[config.mk]
export PLATFORM = sky130hd
export DESIGN_NAME = positional_list_engine_unit_flat
export DESIGN_NICKNAME = d
export VERILOG_FILES = /design/src/rtl/plen_pkg.sv /design/src/rtl/plen_if.sv /design/src/rtl/positional_list_engine_unit.sv /design/src/rtl/plen_cell.sv /design/src/flat_wrapper.sv
export SDC_FILE = /design/constraint.sdc
export NUM_CORES = 1
export LEC_CHECK = 0
export BUFFER_PORTS_ARGS = -buffer_cell sky130_fd_sc_hd__buf_4
export CAP_MARGIN = 10
export CORE_MARGIN = 5
export CORE_UTILIZATION = 45
export DETAILED_ROUTE_END_ITERATION = 7
export PLACE_DENSITY = 0.61
export SETUP_SLACK_MARGIN = 0.02
export SYNTH_ARGS = -nofsm -noshare
export SYNTH_HDL_FRONTEND = slang
export SYNTH_SLANG_ARGS = --single-unit
[constraint.sdc]
create_clock -name clk -period 16 [get_ports clk]
set_input_delay 0 -clock clk [delete_from_list [all_inputs] [get_ports clk]]
set_output_delay 0 -clock clk [all_outputs]
set_load 0.02 [all_outputs]
[src/rtl/plen_pkg.sv]
package plen_pkg;

  // Default list depth, handed to the top level parameter.
  localparam int unsigned CAPACITY_DEF = 16;

  // Width of one stored value.
  localparam int unsigned DATA_W = 32;

  typedef logic signed [DATA_W-1:0] data_t;

  // Command codes carried by the input channel.
  typedef enum logic [1:0] {
    CMD_APPEND  = 2'd0,
    CMD_INSERT  = 2'd1,
    CMD_DELETE  = 2'd2,
    CMD_DISPLAY = 2'd3
  } cmd_t;

  // Status codes carried by the result channel.
  typedef enum logic [1:0] {
    STAT_OK     = 2'd0,
    STAT_BADPOS = 2'd1,
    STAT_EMPTY  = 2'd2,
    STAT_FULL   = 2'd3
  } status_t;

  // What one cell of the chain does at the next clock edge.
  typedef enum logic [2:0] {
    CELL_HOLD,
    CELL_LOAD,
    CELL_PREV,
    CELL_NEXT,
    CELL_HEAD
  } cell_act_t;

  // Control handed from the sequencer to one cell.
  typedef struct packed {
    cell_act_t act;
    data_t     load_value;
  } cell_ctl_t;

endpackage

[src/rtl/plen_if.sv]
// Command channel: one beat carries one list command.
interface plen_in_if;
  import plen_pkg::*;

  logic        valid;
  logic        ready;
  cmd_t        cmd;
  logic [7:0]  position;
  data_t       value;

  modport source (output valid, output cmd, output position, output value, input ready);
  modport sink   (input valid, input cmd, input position, input value, output ready);
endinterface

// Result channel: one beat carries one status or one displayed value.
interface plen_out_if;
  import plen_pkg::*;

  logic        valid;
  logic        ready;
  status_t     status;
  data_t       element;
  logic        last;

  modport source (output valid, output status, output element, output last, input ready);
  modport sink   (input valid, input status, input element, input last, output ready);
endinterface

[src/rtl/positional_list_engine_unit.sv]
// Channel   Port    Direction  Beat contents
// command   in_ch   in         cmd, position, value
// result    out_ch  out        status, element, last
//
// Append, insert and delete act on every cell in parallel, shifting where needed.
// Display of a non-empty list holds the input off while it streams the stored
// values, one beat each; an empty list answers with a single STAT_EMPTY beat.
// The chain rotates by one place per beat and ends in its original order.
// Reset (rst_n low, synchronous) empties the list and the result register.
// A command beat is taken whenever no display is running and the result
// register is empty or being drained in the same cycle.
module positional_list_engine_unit #(
  parameter int unsigned CAPACITY = plen_pkg::CAPACITY_DEF
) (
  input  logic       clk,
  input  logic       rst_n,
  plen_in_if.sink    in_ch,
  plen_out_if.source out_ch
);
  import plen_pkg::*;

  localparam int unsigned CW = $clog2(CAPACITY + 1);
  localparam int unsigned IW = $clog2(CAPACITY);
  localparam int unsigned PW = 9;

  typedef enum logic [1:0] {
    S_IDLE = 2'b01,
    S_DISP = 2'b10
  } state_t;

  state_t        state_r, state_nxt;
  logic [CW-1:0] count_r, count_nxt;
  logic [CW-1:0] remain_r, remain_nxt;

  logic          out_valid_r, out_valid_nxt;
  status_t       out_status_r, out_status_nxt;
  data_t         out_element_r, out_element_nxt;
  logic          out_last_r, out_last_nxt;

  data_t         cell_data [CAPACITY];
  cell_ctl_t     cell_ctl  [CAPACITY];

  logic          slot_free;
  logic          accept;
  logic          full;
  logic          empty;
  logic [PW-1:0] pos_ext;
  logic [PW-1:0] count_ext;
  logic [IW-1:0] pos_idx;
  logic [IW-1:0] rot_last;
  logic          do_append, do_insert, do_delete, do_rotate;

  assign slot_free   = !out_valid_r || out_ch.ready;
  assign in_ch.ready = (state_r == S_IDLE) && slot_free;
  assign accept      = in_ch.valid && in_ch.ready;

  assign full      = (count_r == CW'(CAPACITY));
  assign empty     = (count_r == '0);
  assign pos_ext   = PW'(in_ch.position);
  assign count_ext = PW'(count_r);
  assign pos_idx   = IW'(in_ch.position - 8'd1);
  assign rot_last  = IW'(count_r - CW'(1));

  // Command decode, status and the sequencer.
  always_comb begin
    state_nxt       = state_r;
    count_nxt       = count_r;
    remain_nxt      = remain_r;
    out_valid_nxt   = out_valid_r && !out_ch.ready;
    out_status_nxt  = out_status_r;
    out_element_nxt = out_element_r;
    out_last_nxt    = out_last_r;
    do_append       = 1'b0;
    do_insert       = 1'b0;
    do_delete       = 1'b0;
    do_rotate       = 1'b0;

    unique case (state_r)
      S_IDLE: begin
        if (accept) begin
          out_element_nxt = '0;
          out_last_nxt    = 1'b1;
          out_status_nxt  = STAT_OK;
          unique case (in_ch.cmd)
            CMD_APPEND: begin
              if (full) begin
                out_status_nxt = STAT_FULL;
              end else begin
                do_append = 1'b1;
                count_nxt = CW'(count_r + CW'(1));
              end
              out_valid_nxt = 1'b1;
            end
            CMD_INSERT: begin
              if (pos_ext == '0 || pos_ext > count_ext + PW'(1)) begin
                out_status_nxt = STAT_BADPOS;
              end else if (full) begin
                out_status_nxt = STAT_FULL;
              end else begin
                do_insert = 1'b1;
                count_nxt = CW'(count_r + CW'(1));
              end
              out_valid_nxt = 1'b1;
            end
            CMD_DELETE: begin
              if (empty) begin
                out_status_nxt = STAT_EMPTY;
              end else if (pos_ext == '0 || pos_ext > count_ext) begin
                out_status_nxt = STAT_BADPOS;
              end else begin
                do_delete = 1'b1;
                count_nxt = CW'(count_r - CW'(1));
              end
              out_valid_nxt = 1'b1;
            end
            default: begin
              // Display: an empty list answers at once, otherwise stream.
              if (empty) begin
                out_status_nxt = STAT_EMPTY;
                out_valid_nxt  = 1'b1;
              end else begin
                remain_nxt = count_r;
                state_nxt  = S_DISP;
              end
            end
          endcase
        end
      end
      S_DISP: begin
        // Emit the head cell and rotate the chain by one place.
        if (slot_free) begin
          do_rotate       = 1'b1;
          out_valid_nxt   = 1'b1;
          out_status_nxt  = STAT_OK;
          out_element_nxt = cell_data[0];
          out_last_nxt    = (remain_r == CW'(1));
          remain_nxt      = CW'(remain_r - CW'(1));
          if (remain_r == CW'(1)) begin
            state_nxt = S_IDLE;
          end
        end
      end
      default: begin
        state_nxt = S_IDLE;
      end
    endcase
  end

  // Per-cell action, each cell compared against its own index.
  always_comb begin
    for (int i = 0; i < CAPACITY; i++) begin
      cell_ctl[i].load_value = in_ch.value;
      cell_ctl[i].act        = CELL_HOLD;
      if (do_append && CW'(i) == count_r) begin
        cell_ctl[i].act = CELL_LOAD;
      end else if (do_insert && IW'(i) == pos_idx) begin
        cell_ctl[i].act = CELL_LOAD;
      end else if (do_insert && IW'(i) > pos_idx) begin
        cell_ctl[i].act = CELL_PREV;
      end else if (do_delete && IW'(i) >= pos_idx) begin
        cell_ctl[i].act = CELL_NEXT;
      end else if (do_rotate && IW'(i) == rot_last) begin
        cell_ctl[i].act = CELL_HEAD;
      end else if (do_rotate && IW'(i) < rot_last) begin
        cell_ctl[i].act = CELL_NEXT;
      end
    end
  end

  // The chain of cells; the ends see themselves as missing neighbors.
  for (genvar g = 0; g < CAPACITY; g++) begin : g_cell
    plen_cell u_cell (
      .clk       (clk),
      .ctl       (cell_ctl[g]),
      .prev_data (cell_data[(g == 0) ? 0 : g - 1]),
      .next_data (cell_data[(g == CAPACITY - 1) ? g : g + 1]),
      .head_data (cell_data[0]),
      .data_o    (cell_data[g])
    );
  end

  // Control state.
  always_ff @(posedge clk) begin
    if (!rst_n) begin
      state_r     <= S_IDLE;
      count_r     <= '0;
      remain_r    <= '0;
      out_valid_r <= 1'b0;
    end else begin
      state_r     <= state_nxt;
      count_r     <= count_nxt;
      remain_r    <= remain_nxt;
      out_valid_r <= out_valid_nxt;
    end
  end

  // Result payload.
  always_ff @(posedge clk) begin
    out_status_r  <= out_status_nxt;
    out_element_r <= out_element_nxt;
    out_last_r    <= out_last_nxt;
  end

  assign out_ch.valid   = out_valid_r;
  assign out_ch.status  = out_status_r;
  assign out_ch.element = out_element_r;
  assign out_ch.last    = out_last_r;

endmodule

[src/rtl/plen_cell.sv]
module plen_cell (
  input  logic                clk,
  input  plen_pkg::cell_ctl_t ctl,
  input  plen_pkg::data_t     prev_data,
  input  plen_pkg::data_t     next_data,
  input  plen_pkg::data_t     head_data,
  output plen_pkg::data_t     data_o
);
  import plen_pkg::*;

  data_t data_r;
  data_t data_nxt;

  // Pick the new content from the value bus or a neighbor.
  always_comb begin
    unique case (ctl.act)
      CELL_LOAD: data_nxt = ctl.load_value;
      CELL_PREV: data_nxt = prev_data;
      CELL_NEXT: data_nxt = next_data;
      CELL_HEAD: data_nxt = head_data;
      default:   data_nxt = data_r;
    endcase
  end

  // Stored entry; payload only, so no reset.
  always_ff @(posedge clk) begin
    data_r <= data_nxt;
  end

  assign data_o = data_r;

endmodule

[src/flat_wrapper.sv]
// flat-port wrapper written by rule: the top's interface ports become plain ports
module positional_list_engine_unit_flat import plen_pkg::*;
#(
  parameter int unsigned CAPACITY = plen_pkg::CAPACITY_DEF
)
  (clk, rst_n, in_ch_valid, in_ch_cmd, in_ch_position, in_ch_value, in_ch_ready, out_ch_valid, out_ch_status, out_ch_element, out_ch_last, out_ch_ready);
  plen_in_if in_ch_i ();
  plen_out_if out_ch_i ();
  input  logic clk;
  input  logic rst_n;
  input wire logic [$bits(in_ch_i.valid)-1:0] in_ch_valid;
  input wire logic [$bits(in_ch_i.cmd)-1:0] in_ch_cmd;
  input wire logic [$bits(in_ch_i.position)-1:0] in_ch_position;
  input wire logic [$bits(in_ch_i.value)-1:0] in_ch_value;
  output wire logic [$bits(in_ch_i.ready)-1:0] in_ch_ready;
  output wire logic [$bits(out_ch_i.valid)-1:0] out_ch_valid;
  output wire logic [$bits(out_ch_i.status)-1:0] out_ch_status;
  output wire logic [$bits(out_ch_i.element)-1:0] out_ch_element;
  output wire logic [$bits(out_ch_i.last)-1:0] out_ch_last;
  input wire logic [$bits(out_ch_i.ready)-1:0] out_ch_ready;
  assign in_ch_i.valid = in_ch_valid;
  assign in_ch_i.cmd = in_ch_cmd;
  assign in_ch_i.position = in_ch_position;
  assign in_ch_i.value = in_ch_value;
  assign in_ch_ready = in_ch_i.ready;
  assign out_ch_valid = out_ch_i.valid;
  assign out_ch_status = out_ch_i.status;
  assign out_ch_element = out_ch_i.element;
  assign out_ch_last = out_ch_i.last;
  assign out_ch_i.ready = out_ch_ready;
  positional_list_engine_unit #(.CAPACITY(CAPACITY)) u_core (.clk(clk), .rst_n(rst_n), .in_ch(in_ch_i), .out_ch(out_ch_i));
endmodule
==> After elaboration in Yosys (flattened, before gate mapping) <==
Cells that the tools add are included.
{ "word_totals": {"register_bits": 560, "inputBits": 46} }
{ "op_classes": {"eq_ne": 120, "order_cmp": 50, "reduce_logical": 133, "muxes": 163, "addsub": 5} }
{ "op_table": {"columns": ["op", "count"], "rows": [
  ["$pmux W32 S4", 13],
  ["$mux W3", 80],
  ["$pmux W32 S3", 2],
  ["$pmux W32 S2", 2],
  ["$logic_and A1 B1 Y1", 99],
  ["$eq A3 B2 Y1 const B", 30],
  ["$eq A4 B4 Y1 const A", 16],
  ["$mux W32", 2],
  ["$mux W2", 27],
  ["$reduce_bool A4 Y1", 13],
  ["$eq A3 B1 Y1 const B", 16],
  ["$eq A3 B3 Y1 const B", 15],
  ["$eq A4 B5 Y1 const A", 8],
  ["$mux W5", 8],
  ["$eq A3 B4 Y1 const A", 8],
  ["$ge A4 B4 Y1 const A", 8],
  ["$gt A4 B4 Y1 const A", 8],
  ["$lt A4 B4 Y1 const A", 8],
  ["$mux W1", 22],
  ["$eq A3 B5 Y1 const A", 4],
  ["$eq A2 B4 Y1 const A", 4],
  ["$ge A3 B4 Y1 const A", 4],
  ["$gt A3 B4 Y1 const A", 4],
  ["$lt A3 B4 Y1 const A", 4],
  ["39 further kinds", 66]
]} }

==> Longest topological paths before layout <==
{ "depth": {"depth_word": 15, "mapped_depth": 17, "depth_no_buf": 12} }

==> Hierarchy <==
A second synthesis with hierarchy kept.
{ "unflattened": {"hier_cells": 2858, "area_unflattened_um2": 34632.0} }
{ "by_module_without_submodules": {"columns": ["module", "area_each_um2", "cells_per_inst", "seq_area_each_um2", "n_inst"], "rows": [
  ["plen_cell", 1905.6, 147, 960.9, 16],
  ["positional_list_engine_unit", 4142.7, 506, 1311.3, 1]
]} }

==> Least setup slack after synthesis <==
Ideal clock, no wire load.
{ "synth_path": {"kind": "reg2reg", "start": "reg u_core.count_r[2]", "end": "reg u_core.g_cell[9].u_cell.data_r[0] (enable)", "period_less_slack_ps": 7231, "setup_time_ps": 533, "path_stages_with_launch": 12, "slack_ps": 8769, "required_time_ps": 15467, "arrival_ps": 6698, "path_cell_list": "dfxtp_1 -> clkbuf_1 -> buf_1 -> and3_1 -> ha_1 -> ha_1 -> a2111oi_2 -> o211ai_1 -> a21oi_2 -> buf_2 -> nand2_1 -> o311ai_0"} }
{ "synth_between": {"elab_chain_len": 14} }
{ "synth_rtl": {"columns": ["element", "line", "rtl"], "rows": [
  ["from (decl)", "positional_list_engine_unit.sv:32", "logic [CW-1:0] count_r, count_nxt;"],
  ["from (signal assigned)", "positional_list_engine_unit.sv:191", "count_r <= count_nxt;"],
  ["branches (longest 11 deep; another with $gt A8 B6 Y1)", null, null],
  ["$mux W3 (*)", "positional_list_engine_unit.sv:154", "if (do_append && CW'(i) == count_r) begin"],
  ["$eq A3 B3 Y1, or another cell as far along", "plen_cell.sv:16", "unique case (ctl.act)"],
  ["$reduce_bool A4 Y1 (no line) (*)", null, null],
  ["to (signal assigned)", "plen_cell.sv:27", "data_r <= data_nxt;"],
  ["to (decl)", "plen_cell.sv:11", "data_t data_r;"]
]} }
Every way passes the cells marked *.
A chain may end at the register's enable or synchronous reset.

==> Final worst setup path <==
{ "layout_path": {"start": "reg u_core.count_r[0]", "end": "reg u_core.g_cell[14].u_cell.data_r[17] (enable)"} }
{ "layout_between": {"elab_chain_len": 14} }
{ "layout_rtl": {"columns": ["element", "line"], "rows": [
  ["branches (longest 11 deep; another with $gt A8 B6 Y1)", null],
  ["$mux W3 (*)", "positional_list_engine_unit.sv:154"],
  ["$eq A3 B3 Y1, or another cell as far along", "plen_cell.sv:16"],
  ["$reduce_bool A4 Y1 (no line) (*)", null],
  ["to (signal assigned)", "plen_cell.sv:27"],
  ["to (decl)", "plen_cell.sv:11"]
]} }
Marked as above.

==> results.md <==
* Status: finished clean
* Ranking of synthesized cells by area: edfxtp_1 52%, a221o_1 8.3%, a22o_1 7.5%
* Resize count post-CTS at 0
* Fmax at between 0.1 and 0.15 GHz
* Post-layout minimum cycle time at around 6.9 ns
* Final slew viol count at 0
* Boundary Pins at 83
* Post-synth top area cell: edfxtp_1
* Yosys top cell area share at 0.525
* Synth async-reset ratio at 0
* Most used flip-flop cell after synthesis: edfxtp_1
* Placed Area at around 33000 um^2
* Final wirelength at ~120000 um
* Tcrit/Tclk final at 0.433
* Final nets at roughly 2700
* Syn_nets at roughly 2700
* Die area at between 70000 and 80000 um^2
* Final Util at 0.509
* Die H at 274 um
* CP startpoint kind: flip-flop
* Detailed-route via count at around 27000
* Clk_skew at 0.0397 ns
* CTS tree: yes
* Data arrival, critical path at 7.06 ns
* Total grt overflow at 0
* Setup Viol. Count Final at 0
* Tightest Pin Transition at between 1 and 1.5 ns
* PwrDens at about 130 nW/um^2
* Avg Inst Size Synth at about 12 um^2
* Root buffer cell: clkbuf_16
* Critical Path RT at around 16 ns
* Initial antenna violation count at 4
* Seq/Total Area, Yosys at 0.533
* Final Hold Viols at 0
* Routability congestion estimate from global placement at 0.951
* Synth-to-layout area growth at 12.0%
* Post-Layout Inst Area at between 30000 and 40000 um^2
* Clk buf depth at 3
* Max_cap viols at 0
* Min-Delay Path Class: in -> reg
* DR WL/cell at about 34 um
* DRT iter0 DRCs at around 4000
* #FFs+latches synth at 560
* Post-CTS Repair Setup Buffers at 0
* Number of synthesized flops with an enable pin at ~550
* RSZ-0062 raised after global routing: false
* Number of global-route vias before repair at ~26000
* Clk slew on worst S/H paths at ~0.060 ns
* Gr usage total at 0.312
* Worst-Skew Late Latency at 0.66 ns
* Min setup slack post-route at slightly above 9 ns
* DRT antenna net count at 0
* Max-slew headroom at 0.151
* Sink Count at 560
* Port Buf Inserts at around 80
* First-pass iteration count of the detailed router at 8
* Hold slack at 0.0402 ns
* Cts bufs inserted at 60
* Critical Path Sink Type: flip-flop
* Pin count of the biggest net entering global routing at 54
* Dpl ws at ~9.3 ns
* Dpl hpwl at 74900 um
* WHS Path Cells at 4
* Leak at 11.5 nW
* Core area at 68800 um^2
* Post-synth cell types at 95
* Setup TNS at 0 ns
* Die width at 274 um
* First-pass GRT wire length at about 180000 um
* Worst Path Max Fanout at 51
* VDD IR max at about 0.086 mV
* H-tree depth at 2
* Gate Count Post-Synth at 2670
* Layout cells sized above 1 at 0.160
* Critical path class: reg -> reg
* R2R cell count at 13
* Warnings from Yosys at 0
* Final Non-Filler Cells at 3577
* Total power at about 4.5 mW
* Via-to-Cell Ratio at around 7.4
* Mapped Area at roughly 31000 um^2
* DRC violations left at 0
* Starting Density at 0.455
* Num rows at 96
* Placed Cells incl. Taps at between 3000 and 4000
==> registers in the layout (all words and copies together), names as in the netlist <==
signal / flops
u_core.g_cell.u_cell.data_o: 512
u_core.out_ch.element: 32
u_core.count_r: 5
u_core.remain_r: 5
u_core.out_ch.status: 2
u_core.state_r: 2
u_core.out_ch.last: 1
u_core.out_ch.valid: 1
==> layout by cell type (no fill, tap or decap), types with 25 or more instances in the layout <==
cell type	instances
nor2_1	102
ha_1	25
edfxtp_1	547
a221o_1	258
mux2_2	32
a22o_1	269
a22oi_1	195
and2_1	40
o211ai_1	38
nor3_1	37
dlygate4sd3_1	38
clkbuf_16	61
o21ai_0	55
a21oi_1	40
inv_1	33
mux2i_1	25
a31oi_1	55
nand2_1	196
buf_4	165
==> final cells by class <==
| class | instances | area (um^2) |
|---|---|---|
| timing repair buffer | 205 | 1640 |
| clock buffer | 68 | 1550 |
| fill | 6030 | 33800 |
| clock inverter | 41 | 382 |
| tap | 931 | 1160 |
| sequential | 560 | 16700 |
| multi-input combinational | 1738 | 13500 |
| antenna | 1 | 2.50 |
| inverter | 33 | 124 |
==> synthesized netlist by cell type (7+ instances only) <==
cell type,count
inv_1,33
clkbuf_1,234
nor3_2,11
a22o_1,269
a2bb2oi_1,12
buf_2,67
nor4_1,23
a21oi_1,44
nand2b_1,13
a21o_1,24
a22oi_1,195
nor2_1,113
nand2_1,204
a31oi_2,19
a221oi_1,7
nand3_1,17
and3_1,13
nor3_1,39
or3_1,8
o31ai_1,19
o21ai_1,11
dfxtp_1,13
and2_1,40
a31oi_1,55
o22ai_1,8
a211oi_1,8
mux2_2,32
mux2i_1,25
o211ai_2,11
xnor2_1,8
ha_1,26
nor2b_1,10
edfxtp_1,547
a221o_1,258
o21ai_0,56
a222oi_1,17
o211ai_1,38
buf_1,27
nand4_1,8
==> per-layer routing <==
metal	share of wire	vias to the layer above	GRT usage
li1	-	10829	-
met1	0.40	13420	0.432
met2	0.45	2030	0.482
met3	0.11	317	0.0725
met4	0.041	4	0.115
met5	0.00028	-	0
==> cells by family after synthesis <==
logic type      after synthesis  synth area share
mux                          57            0.0195
compound gates             1110             0.299
buf+inv                     372            0.0492
flops                       560             0.533
fa+ha+maj                    26            0.0104
simple gates                536            0.0858
xor+xnor                      9           0.00252
==> repair_timing <==
item,4_1_cts,5_1_grt
endpoints found under the hold margin,463,0
endpoints found under the setup margin,0,0
hold buffers,38,0
==> final timing paths <==
kind                      start  slack [ns]                                   to
max reg2reg   u_core.count_r[0]        9.08  u_core.g_cell[14].u_cell.data_o[17]
min reg2reg  u_core.remain_r[4]        0.56                   u_core.remain_r[4]
min                out_ch_ready        0.04                  u_core.out_ch.valid
max           u_core.count_r[0]        9.08  u_core.g_cell[14].u_cell.data_o[17]
==> where the power goes <==
part | leakage, nW | switching [mW] | total [mW] | internal (mW)
Sequential | 5.09 | 0.179 | 2.08 | 1.91
Clock | 0.950 | 0.628 | 1.42 | 0.791
Combinational | 5.46 | 0.648 | 0.982 | 0.333
==> critical path: stages, from the launching register on <==
cell      delay, ns
dfxtp_1        0.85
inv_1          0.30
ha_1           0.68
inv_1          0.15
ha_1           0.33
a21oi_1        0.09
o211a_2        0.30
o21ai_2        0.88
nor2_4         0.06
buf_4          0.36
a21boi_4       0.22
buf_4          0.32
nor2b_2        0.96
nand2_2        0.84
(Power assumes the default switching activity.)
